==> src/rtl/core/assert_macros.svh <==
// Assertion helpers, clocked on clock; reset held high disables the first form.
`ifndef ASSERT_MACROS_SVH
`define ASSERT_MACROS_SVH

`ifndef SYNTHESIS

`define SMF_ASSERT(lbl, prop, msg) \
   lbl: assert property (@(posedge clock) disable iff (reset) prop) else $error(msg);

`define SMF_ASSERT_NR(lbl, prop, msg) \
   lbl: assert property (@(posedge clock) prop) else $error(msg);

`else

`define SMF_ASSERT(lbl, prop, msg)

`define SMF_ASSERT_NR(lbl, prop, msg)

`endif

`endif

==> src/rtl/core/smf_pkg.sv <==
package smf_pkg;

   localparam int DEPTH        = 32;
   localparam int SAMPLE_WIDTH = 16;

   localparam int SAMPLE_IN_W  = 16;
   localparam int MODE_COUNT_W = 6;

   localparam int STORE_W = (SAMPLE_WIDTH < SAMPLE_IN_W) ? SAMPLE_WIDTH : SAMPLE_IN_W;
   localparam int IDX_W   = (DEPTH > 1) ? $clog2(DEPTH) : 1;
   localparam int CNT_W   = $clog2(DEPTH + 1);

   typedef enum logic [4:0] {
      ST_LOAD  = 5'b00001,
      ST_RDI   = 5'b00010,
      ST_CAPI  = 5'b00100,
      ST_SWEEP = 5'b01000,
      ST_DONE  = 5'b10000
   } state_type;

   typedef struct packed {
      logic               we;
      logic [IDX_W-1:0]   waddr;
      logic [STORE_W-1:0] wdata;
      logic               re;
      logic [IDX_W-1:0]   raddr;
   } mem_req_type;

   typedef struct packed {
      logic               done;
      logic [STORE_W-1:0] value;
      logic [CNT_W-1:0]   count;
      logic               overflowed;
   } result_type;

   function automatic logic [MODE_COUNT_W-1:0] sat_count(input logic [CNT_W-1:0] c);
      logic [CNT_W+MODE_COUNT_W-1:0] wide;
      wide = (CNT_W+MODE_COUNT_W)'(c);
      if (wide > (CNT_W+MODE_COUNT_W)'({MODE_COUNT_W{1'b1}})) begin
         return {MODE_COUNT_W{1'b1}};
      end else begin
         return wide[MODE_COUNT_W-1:0];
      end
   endfunction

endpackage

==> src/rtl/core/smf_req_if.sv <==
interface smf_req_if import smf_pkg::*; ();
   logic                          valid;
   logic                          ready;
   logic signed [SAMPLE_IN_W-1:0] sample;
   logic                          last;

   modport source (output valid, output sample, output last, input ready);
   modport sink   (input valid, input sample, input last, output ready);
endinterface

==> src/rtl/core/smf_rsp_if.sv <==
interface smf_rsp_if import smf_pkg::*; ();
   logic                          valid;
   logic                          ready;
   logic signed [SAMPLE_IN_W-1:0] mode_value;
   logic [MODE_COUNT_W-1:0]       mode_count;
   logic                          overflowed;

   modport source (output valid, output mode_value, output mode_count, output overflowed,
                   input ready);
   modport sink   (input valid, input mode_value, input mode_count, input overflowed,
                   output ready);
endinterface

==> src/rtl/core/smf_buffer.sv <==
module smf_buffer import smf_pkg::*; (
   input  logic               clock,
   input  mem_req_type        mem_req,
   output logic [STORE_W-1:0] rd_data
);

   logic [STORE_W-1:0] mem_ff [DEPTH];
   logic [STORE_W-1:0] rdata_ff;

   always_ff @(posedge clock) begin
      if (mem_req.we) begin
         mem_ff[mem_req.waddr] <= mem_req.wdata;
      end
      if (mem_req.re) begin
         rdata_ff <= mem_ff[mem_req.raddr];
      end
   end

   assign rd_data = rdata_ff;

endmodule

==> src/rtl/core/smf_scan.sv <==
`include "assert_macros.svh"

module smf_scan import smf_pkg::*; (
   input  logic                   clock,
   input  logic                   reset,
   input  logic                   in_valid,
   input  logic [SAMPLE_IN_W-1:0] in_sample,
   input  logic                   in_last,
   output logic                   in_ready,
   input  logic                   rsp_free,
   output mem_req_type            mem_req,
   input  logic [STORE_W-1:0]     mem_rdata,
   output result_type             result
);

   state_type          state_ff, state_in;
   logic [CNT_W-1:0]   fill_ff, fill_in;
   logic               ovf_ff, ovf_in;
   logic [IDX_W-1:0]   i_ff, i_in;
   logic [CNT_W-1:0]   j_ff, j_in;
   logic [CNT_W-1:0]   cnt_ff, cnt_in;
   logic [STORE_W-1:0] cand_ff, cand_in;
   logic [STORE_W-1:0] best_val_ff, best_val_in;
   logic [CNT_W-1:0]   best_cnt_ff, best_cnt_in;
   logic [CNT_W-1:0]   cnt_sum;
   logic               hit;

   assign hit     = (mem_rdata == cand_ff);
   assign cnt_sum = cnt_ff + CNT_W'(hit);

   always_comb begin
      state_in    = state_ff;
      fill_in     = fill_ff;
      ovf_in      = ovf_ff;
      i_in        = i_ff;
      j_in        = j_ff;
      cnt_in      = cnt_ff;
      cand_in     = cand_ff;
      best_val_in = best_val_ff;
      best_cnt_in = best_cnt_ff;
      mem_req     = '0;
      mem_req.wdata = in_sample[STORE_W-1:0];
      in_ready    = (state_ff == ST_LOAD);
      result.done       = 1'b0;
      result.value      = best_val_ff;
      result.count      = best_cnt_ff;
      result.overflowed = ovf_ff;

      unique case (state_ff)
         ST_LOAD: begin
            if (in_valid) begin
               if (fill_ff < CNT_W'(DEPTH)) begin
                  mem_req.we    = 1'b1;
                  mem_req.waddr = fill_ff[IDX_W-1:0];
                  fill_in       = fill_ff + CNT_W'(1);
               end else begin
                  ovf_in = 1'b1;
               end
               if (in_last) begin
                  state_in    = ST_RDI;
                  i_in        = '0;
                  best_val_in = '0;
                  best_cnt_in = '0;
               end
            end
         end
         ST_RDI: begin
            mem_req.re    = 1'b1;
            mem_req.raddr = i_ff;
            state_in      = ST_CAPI;
         end
         ST_CAPI: begin
            cand_in       = mem_rdata;
            mem_req.re    = 1'b1;
            mem_req.raddr = '0;
            j_in          = CNT_W'(1);
            cnt_in        = '0;
            state_in      = ST_SWEEP;
         end
         ST_SWEEP: begin
            cnt_in = cnt_sum;
            if (j_ff == fill_ff) begin
               if (cnt_sum > best_cnt_ff) begin
                  best_cnt_in = cnt_sum;
                  best_val_in = cand_ff;
               end
               if (CNT_W'(i_ff) + CNT_W'(1) == fill_ff) begin
                  state_in = ST_DONE;
               end else begin
                  i_in     = i_ff + IDX_W'(1);
                  state_in = ST_RDI;
               end
            end else begin
               mem_req.re    = 1'b1;
               mem_req.raddr = j_ff[IDX_W-1:0];
               j_in          = j_ff + CNT_W'(1);
            end
         end
         ST_DONE: begin
            if (rsp_free) begin
               result.done = 1'b1;
               fill_in     = '0;
               ovf_in      = 1'b0;
               state_in    = ST_LOAD;
            end
         end
         default: begin
            state_in = ST_LOAD;
         end
      endcase
   end

   always_ff @(posedge clock) begin
      if (reset) begin
         state_ff    <= ST_LOAD;
         fill_ff     <= '0;
         ovf_ff      <= 1'b0;
         i_ff        <= '0;
         j_ff        <= '0;
         cnt_ff      <= '0;
         best_val_ff <= '0;
         best_cnt_ff <= '0;
      end else begin
         state_ff    <= state_in;
         fill_ff     <= fill_in;
         ovf_ff      <= ovf_in;
         i_ff        <= i_in;
         j_ff        <= j_in;
         cnt_ff      <= cnt_in;
         best_val_ff <= best_val_in;
         best_cnt_ff <= best_cnt_in;
      end
   end

   always_ff @(posedge clock) begin
      cand_ff <= cand_in;
   end

   `SMF_ASSERT(a_ovf_needs_full, ovf_ff |-> (fill_ff == CNT_W'(DEPTH)), "overflow with room left")
   `SMF_ASSERT(a_last_starts_scan, (state_ff == ST_LOAD && in_valid && in_last) |=> (state_ff == ST_RDI && fill_ff != '0), "last word did not start scan")
   `SMF_ASSERT(a_sweep_bounds, (state_ff == ST_SWEEP) |-> (j_ff != '0 && j_ff <= fill_ff && CNT_W'(i_ff) < fill_ff), "sweep index out of range")

endmodule

==> src/rtl/core/sample_mode_finder.sv <==
// channel | dir | word                           | handshake
// req_bus | in  | sample[15:0] signed, last      | valid/ready
// rsp_bus | out | mode_value[15:0], mode_count[5:0], overflowed | valid/ready
//
// Loading: one cycle per sample word; req_bus.ready is high while loading.
// On the last word, n stored samples are compared pairwise through the single
// buffer read port; no input is taken meanwhile.
// The result sits in an output register; loading of the next batch goes on while it waits.
// Synchronous reset empties the batch; buffer contents are not cleared.
`include "assert_macros.svh"

module sample_mode_finder import smf_pkg::*; (
   input logic       clock,
   input logic       reset,
   smf_req_if.sink   req_bus,
   smf_rsp_if.source rsp_bus
);

   mem_req_type             mem_req;
   logic [STORE_W-1:0]      mem_rdata;
   result_type              result;
   logic                    rsp_free;
   logic                    rsp_valid_ff;
   logic [SAMPLE_IN_W-1:0]  rsp_value_ff;
   logic [MODE_COUNT_W-1:0] rsp_count_ff;
   logic                    rsp_ovf_ff;

   assign rsp_free = !rsp_valid_ff || rsp_bus.ready;

   smf_buffer u_buffer (
      .clock   (clock),
      .mem_req (mem_req),
      .rd_data (mem_rdata)
   );

   smf_scan u_scan (
      .clock     (clock),
      .reset     (reset),
      .in_valid  (req_bus.valid),
      .in_sample (req_bus.sample),
      .in_last   (req_bus.last),
      .in_ready  (req_bus.ready),
      .rsp_free  (rsp_free),
      .mem_req   (mem_req),
      .mem_rdata (mem_rdata),
      .result    (result)
   );

   always_ff @(posedge clock) begin
      if (reset) begin
         rsp_valid_ff <= 1'b0;
      end else if (result.done) begin
         rsp_valid_ff <= 1'b1;
      end else if (rsp_bus.ready) begin
         rsp_valid_ff <= 1'b0;
      end
   end

   always_ff @(posedge clock) begin
      if (result.done) begin
         rsp_value_ff <= SAMPLE_IN_W'(result.value);
         rsp_count_ff <= sat_count(result.count);
         rsp_ovf_ff   <= result.overflowed;
      end
   end

   assign rsp_bus.valid      = rsp_valid_ff;
   assign rsp_bus.mode_value = rsp_value_ff;
   assign rsp_bus.mode_count = rsp_count_ff;
   assign rsp_bus.overflowed = rsp_ovf_ff;

   `SMF_ASSERT(a_done_slot_free, result.done |-> rsp_free, "result dropped over a waiting word")
   `SMF_ASSERT(a_count_nonzero, result.done |=> (rsp_valid_ff && rsp_count_ff != '0), "empty mode count")
   `SMF_ASSERT_NR(a_reset_clears, reset |=> !rsp_valid_ff, "response valid after reset")

endmodule
==> src/flat_wrapper.sv <==
// flat-port wrapper written by rule: the top's interface ports become plain ports
module sample_mode_finder_flat import smf_pkg::*;
  (clock, reset, req_bus_valid, req_bus_sample, req_bus_last, req_bus_ready, rsp_bus_valid, rsp_bus_mode_value, rsp_bus_mode_count, rsp_bus_overflowed, rsp_bus_ready);
  smf_req_if req_bus_i ();
  smf_rsp_if rsp_bus_i ();
  input logic clock;
  input logic reset;
  input wire logic [$bits(req_bus_i.valid)-1:0] req_bus_valid;
  input wire logic [$bits(req_bus_i.sample)-1:0] req_bus_sample;
  input wire logic [$bits(req_bus_i.last)-1:0] req_bus_last;
  output wire logic [$bits(req_bus_i.ready)-1:0] req_bus_ready;
  output wire logic [$bits(rsp_bus_i.valid)-1:0] rsp_bus_valid;
  output wire logic [$bits(rsp_bus_i.mode_value)-1:0] rsp_bus_mode_value;
  output wire logic [$bits(rsp_bus_i.mode_count)-1:0] rsp_bus_mode_count;
  output wire logic [$bits(rsp_bus_i.overflowed)-1:0] rsp_bus_overflowed;
  input wire logic [$bits(rsp_bus_i.ready)-1:0] rsp_bus_ready;
  assign req_bus_i.valid = req_bus_valid;
  assign req_bus_i.sample = req_bus_sample;
  assign req_bus_i.last = req_bus_last;
  assign req_bus_ready = req_bus_i.ready;
  assign rsp_bus_valid = rsp_bus_i.valid;
  assign rsp_bus_mode_value = rsp_bus_i.mode_value;
  assign rsp_bus_mode_count = rsp_bus_i.mode_count;
  assign rsp_bus_overflowed = rsp_bus_i.overflowed;
  assign rsp_bus_i.ready = rsp_bus_ready;
  sample_mode_finder u_core (.clock(clock), .reset(reset), .req_bus(req_bus_i), .rsp_bus(rsp_bus_i));
endmodule
==> config.mk <==
export PLATFORM = sky130hd
export DESIGN_NAME = sample_mode_finder_flat
export DESIGN_NICKNAME = d
export VERILOG_FILES = /design/src/rtl/core/smf_pkg.sv /design/src/rtl/core/smf_req_if.sv /design/src/rtl/core/smf_rsp_if.sv /design/src/rtl/core/smf_buffer.sv /design/src/rtl/core/smf_scan.sv /design/src/rtl/core/sample_mode_finder.sv /design/src/flat_wrapper.sv
export VERILOG_INCLUDE_DIRS = /design/src /design/src/rtl/core
export SDC_FILE = /design/constraint.sdc
export NUM_CORES = 1
export LEC_CHECK = 0
export BUFFER_PORTS_ARGS = -buffer_cell sky130_fd_sc_hd__clkbuf_2
export CORE_MARGIN = 4
export CORE_UTILIZATION = 25
export DETAILED_ROUTE_END_ITERATION = 7
export GPL_TIMING_DRIVEN = 0
export PLACE_DENSITY = 0.4
export SYNTH_ARGS = -nofsm -noshare
export SYNTH_HDL_FRONTEND = slang
export SYNTH_SLANG_ARGS = --single-unit
==> constraint.sdc <==
create_clock -name clock -period 9.1 [get_ports clock]
set_input_delay 0.91 -clock clock [delete_from_list [all_inputs] [get_ports clock]]
set_output_delay 0.91 -clock clock [all_outputs]
set_load 0.01 [all_outputs]
==> After elaboration in Yosys (flattened, before gate mapping) <==
Memories as Yosys holds them, arrays and structs flattened. A register that Yosys moved wholly into a read port is not among the register bits.
Cells that the tools add are included.
Widths: inputs -> output; s select.
{ "op_classes": {"n_addsub": 5, "n_lt_le_gt_ge": 2, "eq_ne": 17, "n_mux": 43, "n_reduce_logical": 12} }
{ "op_table": {"columns": ["operator", "n"], "rows": [
  ["$mux 6", 12],
  ["$mux 16", 4],
  ["$pmux 6 s2", 4],
  ["$mux 5", 9],
  ["$pmux 16 s2", 1],
  ["$pmux 5 s5", 1],
  ["$pmux 6 s3", 1],
  ["$eq 16x16->1", 1],
  ["$ne 2x2->1 const B", 7],
  ["$add 6x1->6 const B", 2],
  ["$eq 6x6->1", 2],
  ["$reduce_and 4->1", 3],
  ["$pmux 5 s2", 1],
  ["$reduce_and 5->1", 2],
  ["$mux 1", 9],
  ["$reduce_bool 2->1", 4],
  ["$add 5x1->6 const B", 1],
  ["$add 6x1->6", 1],
  ["$gt 6x6->1", 1],
  ["$lt 6x6->1 const B", 1],
  ["$add 5x1->5 const B", 1],
  ["$eq 5x1->1 const B", 1],
  ["$eq 5x2->1 const B", 1],
  ["$eq 5x3->1 const B", 1],
  ["7 further kinds", 8]
]} }
{ "word_totals": {"regBits": 91, "mem_bits_rw": 512, "input_bits": 21, "elab_cells": 93, "n_memories": 1} }
{ "memory_table": {"columns": ["name", "words", "word_bits", "read_ports", "rd_ports_with_merged_regs", "write_ports", "line", "source"], "rows": [
  ["u_core.u_buffer.mem_ff", 32, 16, 1, 1, 1, "smf_buffer.sv:7", "logic [STORE_W-1:0] mem_ff [DEPTH];"]
]} }

==> Logic depth before layout (Yosys ltp) <==
{ "logic_depth": {"depth_word": 6, "mapped_depth": 15} }

==> By module <==
Synthesis repeated with hierarchy kept, for this count alone.
{ "unflattened": {"cells_unflattened": 1533, "area_unflattened_um2": 24960.2} }
{ "by_module_without_submodules": {"columns": ["mod", "n_inst", "cells_each", "area_each_um2"], "rows": [
  ["smf_buffer", 1, 1143, 20696.1],
  ["smf_scan", 1, 363, 3527.1],
  ["sample_mode_finder", 1, 27, 737.0]
]} }

==> Worst setup path after synthesis <==
OpenSTA, ideal clock, no wires.
{ "synth_timing": {"kind": "register to register", "startpoint": "register u_core.u_scan.cand_ff[11]", "endpoint": "register u_core.u_scan.best_cnt_ff[2]", "setup_ps": 70, "arrival_time_ps": 2920, "required_ps": 9030, "slack_ps": 6109, "path_stages_with_launch": 16, "n_path_buf": 1, "synth_period_minus_slack_ps": 2991, "path_cell_list": "edfxtp_1 -> xnor2_1 -> nand4_1 -> nor4_1 -> ha_1 -> ha_1 -> ha_1 -> nor2b_1 -> o21a_1 -> o21a_1 -> o21a_1 -> o21ai_0 -> a221oi_2 -> buf_2 -> nand3_1 -> a21oi_1"} }
{ "synth_via": {"elab_chain_cells": 5} }
{ "synth_rtl": {"columns": ["element", "line", "source"], "rows": [
  ["start: declaration", "smf_scan.sv:22", "logic [STORE_W-1:0] cand_ff, cand_in;"],
  ["start signal: assignment", "smf_scan.sv:136", "cand_ff <= cand_in;"],
  ["$eq 16x16->1 (*)", "smf_scan.sv:28", "assign hit = (mem_rdata == cand_ff);"],
  ["$add 6x1->6 (*)", "smf_scan.sv:29", "assign cnt_sum = cnt_ff + CNT_W'(hit);"],
  ["$gt 6x6->1 or $mux 6 (tied branches)", "smf_scan.sv:83", "if (cnt_sum > best_cnt_ff) begin"],
  ["$ne 2x2->1 (no source line) or $mux 6 (tied branches)", null, null],
  ["$reduce_and 5->1 (no source line) or $pmux 6 s2 (tied branches)", null, null],
  ["end signal: assignment", "smf_scan.sv:131", "best_cnt_ff <= best_cnt_in;"],
  ["end: declaration", "smf_scan.sv:24", "logic [CNT_W-1:0] best_cnt_ff, best_cnt_in;"]
]} }
Mark *: on every way between the ends. The rest lies on a longest branch, timed or not. The select of a mux whose other input is x is not followed.
A chain may end at the register's enable or synchronous reset.

==> Worst setup path in the final report <==
{ "layout_timing": {"startpoint": "register u_core.u_scan.j_ff[0]", "endpoint": "register u_core.u_buffer.rdata_ff[8] (netlist: u_core.u_buffer.rd_data[8]), read port of u_core.u_buffer.mem_ff (data pin)"} }
{ "layout_via": {"elab_chain_cells": 3} }
{ "layout_rtl": {"columns": ["element", "line", "source"], "rows": [
  ["start: declaration", "smf_scan.sv:20", "logic [CNT_W-1:0] j_ff, j_in;"],
  ["start signal: assignment", "smf_scan.sv:128", "j_ff <= j_in;"],
  ["$eq 6x6->1", "smf_scan.sv:82", "if (j_ff == fill_ff) begin"],
  ["$mux 6 (*)", "smf_scan.sv:82", null],
  ["$pmux 6 s3 (*)", "smf_scan.sv:49", "unique case (state_ff)"],
  ["end: declaration", "smf_buffer.sv:8", "logic [STORE_W-1:0] rdata_ff;"]
]} }
Mark *: on every way between the ends. The rest lies on a longest branch, timed or not.

==> results_dict.tcl <==
set metrics [dict create \
    yosysWarnings 0 \
    area_growth_pct 18.7 \
    ctsResizeCount 0 \
    cp_slowest_cell "a2111oi_1" \
    period_needed_ps 4350 \
    grt_max_degree 33 \
    grt_pass1_vias 14689 \
    clk_pin_slew_ps 60 \
    tightest_slew_ps 1380 \
    gp_congestion 0.814 \
    netlist.area_leader.share 0.696 \
    holdPathEnd "u_core.rsp_bus.overflowed" \
    hold_viol_final 0 \
    vdd_drop_max_v 0.000115 \
    crit_buf_inv 3 \
    syn_area_um2 24500 \
    worst_slack_ps 4750 \
    numClockSinks 619 \
    critPathMaxStageDelay_ps 1050 \
    startpoint_type "register" \
    fin_setup_tns_ps 0 \
    io_buffers 45 \
    fin_crit_sh 0.478 \
    crit_chain "buf_2 > xnor2_1 > nand4_1 > o211ai_2 > and2_1 > buf_2 > buf_2 > nand2_1 > a32oi_1 > a31oi_1 > a2111oi_1" \
    routed_wl_um 72200 \
    via_per_inst 4.59 \
    cpMostUsedCell "buf_2" \
    dp_hpwl_um 50500 \
    rsz0062_at_grt "no" \
    cap_viol_max_count 0 \
    root_buffer "clkbuf_16" \
    fin_util 0.300 \
    r2r-end "u_core.u_buffer.rd_data[8]" \
    cts_buffer_depth 3 \
    synth_top_cell_by_area "edfxtp_1" \
    ys_seq_area_frac 0.738 \
    min_from "u_core.u_scan.ovf_ff" \
    synth_edf_count 567 \
    slew_viol_final 0 \
    status "completed" \
    fp.dieH_um 321 \
    cts_made_buffers 71 \
    timing.hold.ws_ps 428 \
    vias 14711 \
    avgSynthCellArea_um2 14.2 \
    drtIter0Drc 1118 \
    setup_viol 0 \
    drive_gt1_frac 0.150 \
    post_cts_buffers 0 \
    row_count 114 \
    r2r-start "u_core.u_scan.j_ff[0]" \
    detail-route-antenna-nets 0 \
    die_w_um 321 \
    worstPathArrival_ps 4600 \
    ys_types 57 \
    hold_depth 0 \
    grtUsageTotal 0.139 \
    fmaxAchievable_ghz 0.230 \
    grt_pass1_wl_um 103000 \
    dp_slack_ps 4820 \
    overflow 0 \
    nets 1906 \
    netlist_instances 1726 \
    fin_skew_ps 24.7 \
    crit_type "reg -> reg" \
    async_flop_share 0 \
    clk_latency_ps 610 \
    cts_tree "done" \
    wire_per_inst_um 22.5 \
    powerDensity_nw_per_um2 214 \
    synth_area_leaders "edfxtp_1, nand2_1, dfxtp_1" \
    hold_buffers 0 \
    drcViolationCount 0 \
    crit_fanout 10 \
    antenna_found_initial 12 \
    initial_core_util 0.253 \
    slew_headroom 0.0698 \
    worstSetupEndpointType "register" \
    holdCritPathClass "reg -> reg" \
    fp.dieArea_um2 103000 \
    synth_flop_cell "edfxtp_1" \
    leakagePower_nw 9.17 \
    worstPathRequired_ps 9350 \
    num_io_pins 46 \
    cp_top_family "compound AO/OA/AOI/OAI gates" \
    worst_r2r_path_depth 11 \
    reg2reg_slack_ps 4750 \
    yosys_register_bits 619 \
    htreeDepth 3 \
    synth_nets 1758 \
    dr.pass1.iters 5 \
    core_um2 96900 \
]
[state kept, by name, indices dropped and copies added, names as in the netlist, 6 cells and up]
| signal | flops |
|---|---|
| u_core.u_buffer.mem_ff | 512 |
| u_core.u_scan.best_val_ff | 16 |
| u_core.rsp_bus.mode_value | 16 |
| u_core.u_scan.cand_ff | 16 |
| u_core.u_scan.j_ff | 6 |
| u_core.u_scan.fill_ff | 6 |
| u_core.u_scan.cnt_ff | 6 |
| u_core.u_buffer.rd_data | 16 |
| u_core.rsp_bus.mode_count | 6 |
| u_core.u_scan.best_cnt_ff | 6 |
[cell usage in the layout (no fill, tap or decap), types with 15 or more instances in the layout]
| master | netlist | layout |
|---|---|---|
| edfxtp_1 | 567 | 567 |
| nand2_1 | 354 | 354 |
| nand3_1 | 105 | 105 |
| mux2i_1 | 93 | 93 |
| a32oi_1 | 93 | 93 |
| clkbuf_16 | 0 | 74 |
| a21oi_1 | 66 | 66 |
| buf_2 | 58 | 59 |
| dfxtp_1 | 52 | 52 |
| clkbuf_2 | 0 | 45 |
| clkbuf_1 | 25 | 41 |
| nor2_1 | 66 | 34 |
| nor2_2 | 0 | 32 |
| xnor2_1 | 31 | 31 |
| nand2b_1 | 28 | 28 |
| buf_8 | 0 | 28 |
| nand4_1 | 21 | 21 |
| a31oi_1 | 17 | 17 |
| clkinv_1 | 0 | 15 |
[metrics by stage]
step                      cell area [um2]  cells  total power, W
after global routing                29000   3201         0.00645
final                               29000   3202         0.00622
after floorplan                     24500   1726         0.00339
after CTS                           29000   3201         0.00631
after global placement              26300   3047         0.00354
after detailed placement            26800   3077         0.00355
[power breakdown]
group          total (W)  switching, W  internal [W]
Sequential       0.00317     0.0000165       0.00316
Clock            0.00273       0.00112       0.00161
Combinational   0.000317      0.000228     0.0000887
Total            0.00622       0.00137       0.00485
[cells by family after synthesis]
logic type	share of synthesized area
AOI/OAI and AO/OA	0.0694
DFF	0.738
muxes	0.0380
buffers and inverters	0.0226
adders and majority gates	0.00562
xor gates and xnor gates	0.0143
and+or+nand+nor	0.112
[how the worst max path moves through the flow]
stage,from,to,slack [ps],depth (start not counted)
2_1_floorplan,u_core.u_scan.cand_ff[11],u_core.u_scan.best_cnt_ff[2],6110,15
6_report,u_core.u_scan.j_ff[0],u_core.u_buffer.rd_data[8],4750,11
3_5_place_dp,u_core.u_scan.j_ff[0],u_core.u_buffer.rd_data[14],4820,11
5_1_grt,u_core.u_scan.j_ff[0],u_core.u_buffer.rd_data[14],4640,9
4_1_cts,u_core.u_scan.j_ff[0],u_core.u_buffer.rd_data[14],4790,11
3_3_place_gp,u_core.u_scan.j_ff[0],u_core.u_buffer.rd_data[7],4510,9
[synthesized netlist by cell type, types with 21 or more instances]
cell type / n
edfxtp_1: 567
nand2_1: 354
nand3_1: 105
a32oi_1: 93
mux2i_1: 93
a21oi_1: 66
nor2_1: 66
buf_2: 58
dfxtp_1: 52
xnor2_1: 31
nand2b_1: 28
clkbuf_1: 25
nand4_1: 21
[layout make-up]
type	count	area, um2
Multi-Input combinational cell	995	5940
Antenna cell	1	2.50
Fill cell	9681	67800
Buffer	101	512
Clock inverter	32	260
Tap cell	1276	1600
Inverter	11	41.3
Timing Repair Buffer	75	678
Clock buffer	92	1940
Sequential cell	619	18100
[metal layers]
layer	share of wire	routed length, um	vias up	track usage
met5	0.00064	46	-	0
met1	0.44	32000	7399	0.185
met4	0.035	2550	6	0.0519
li1	-	-	6818	-
met2	0.47	34000	358	0.227
met3	0.050	3600	130	0.0247
(Power assumes the default switching activity.)
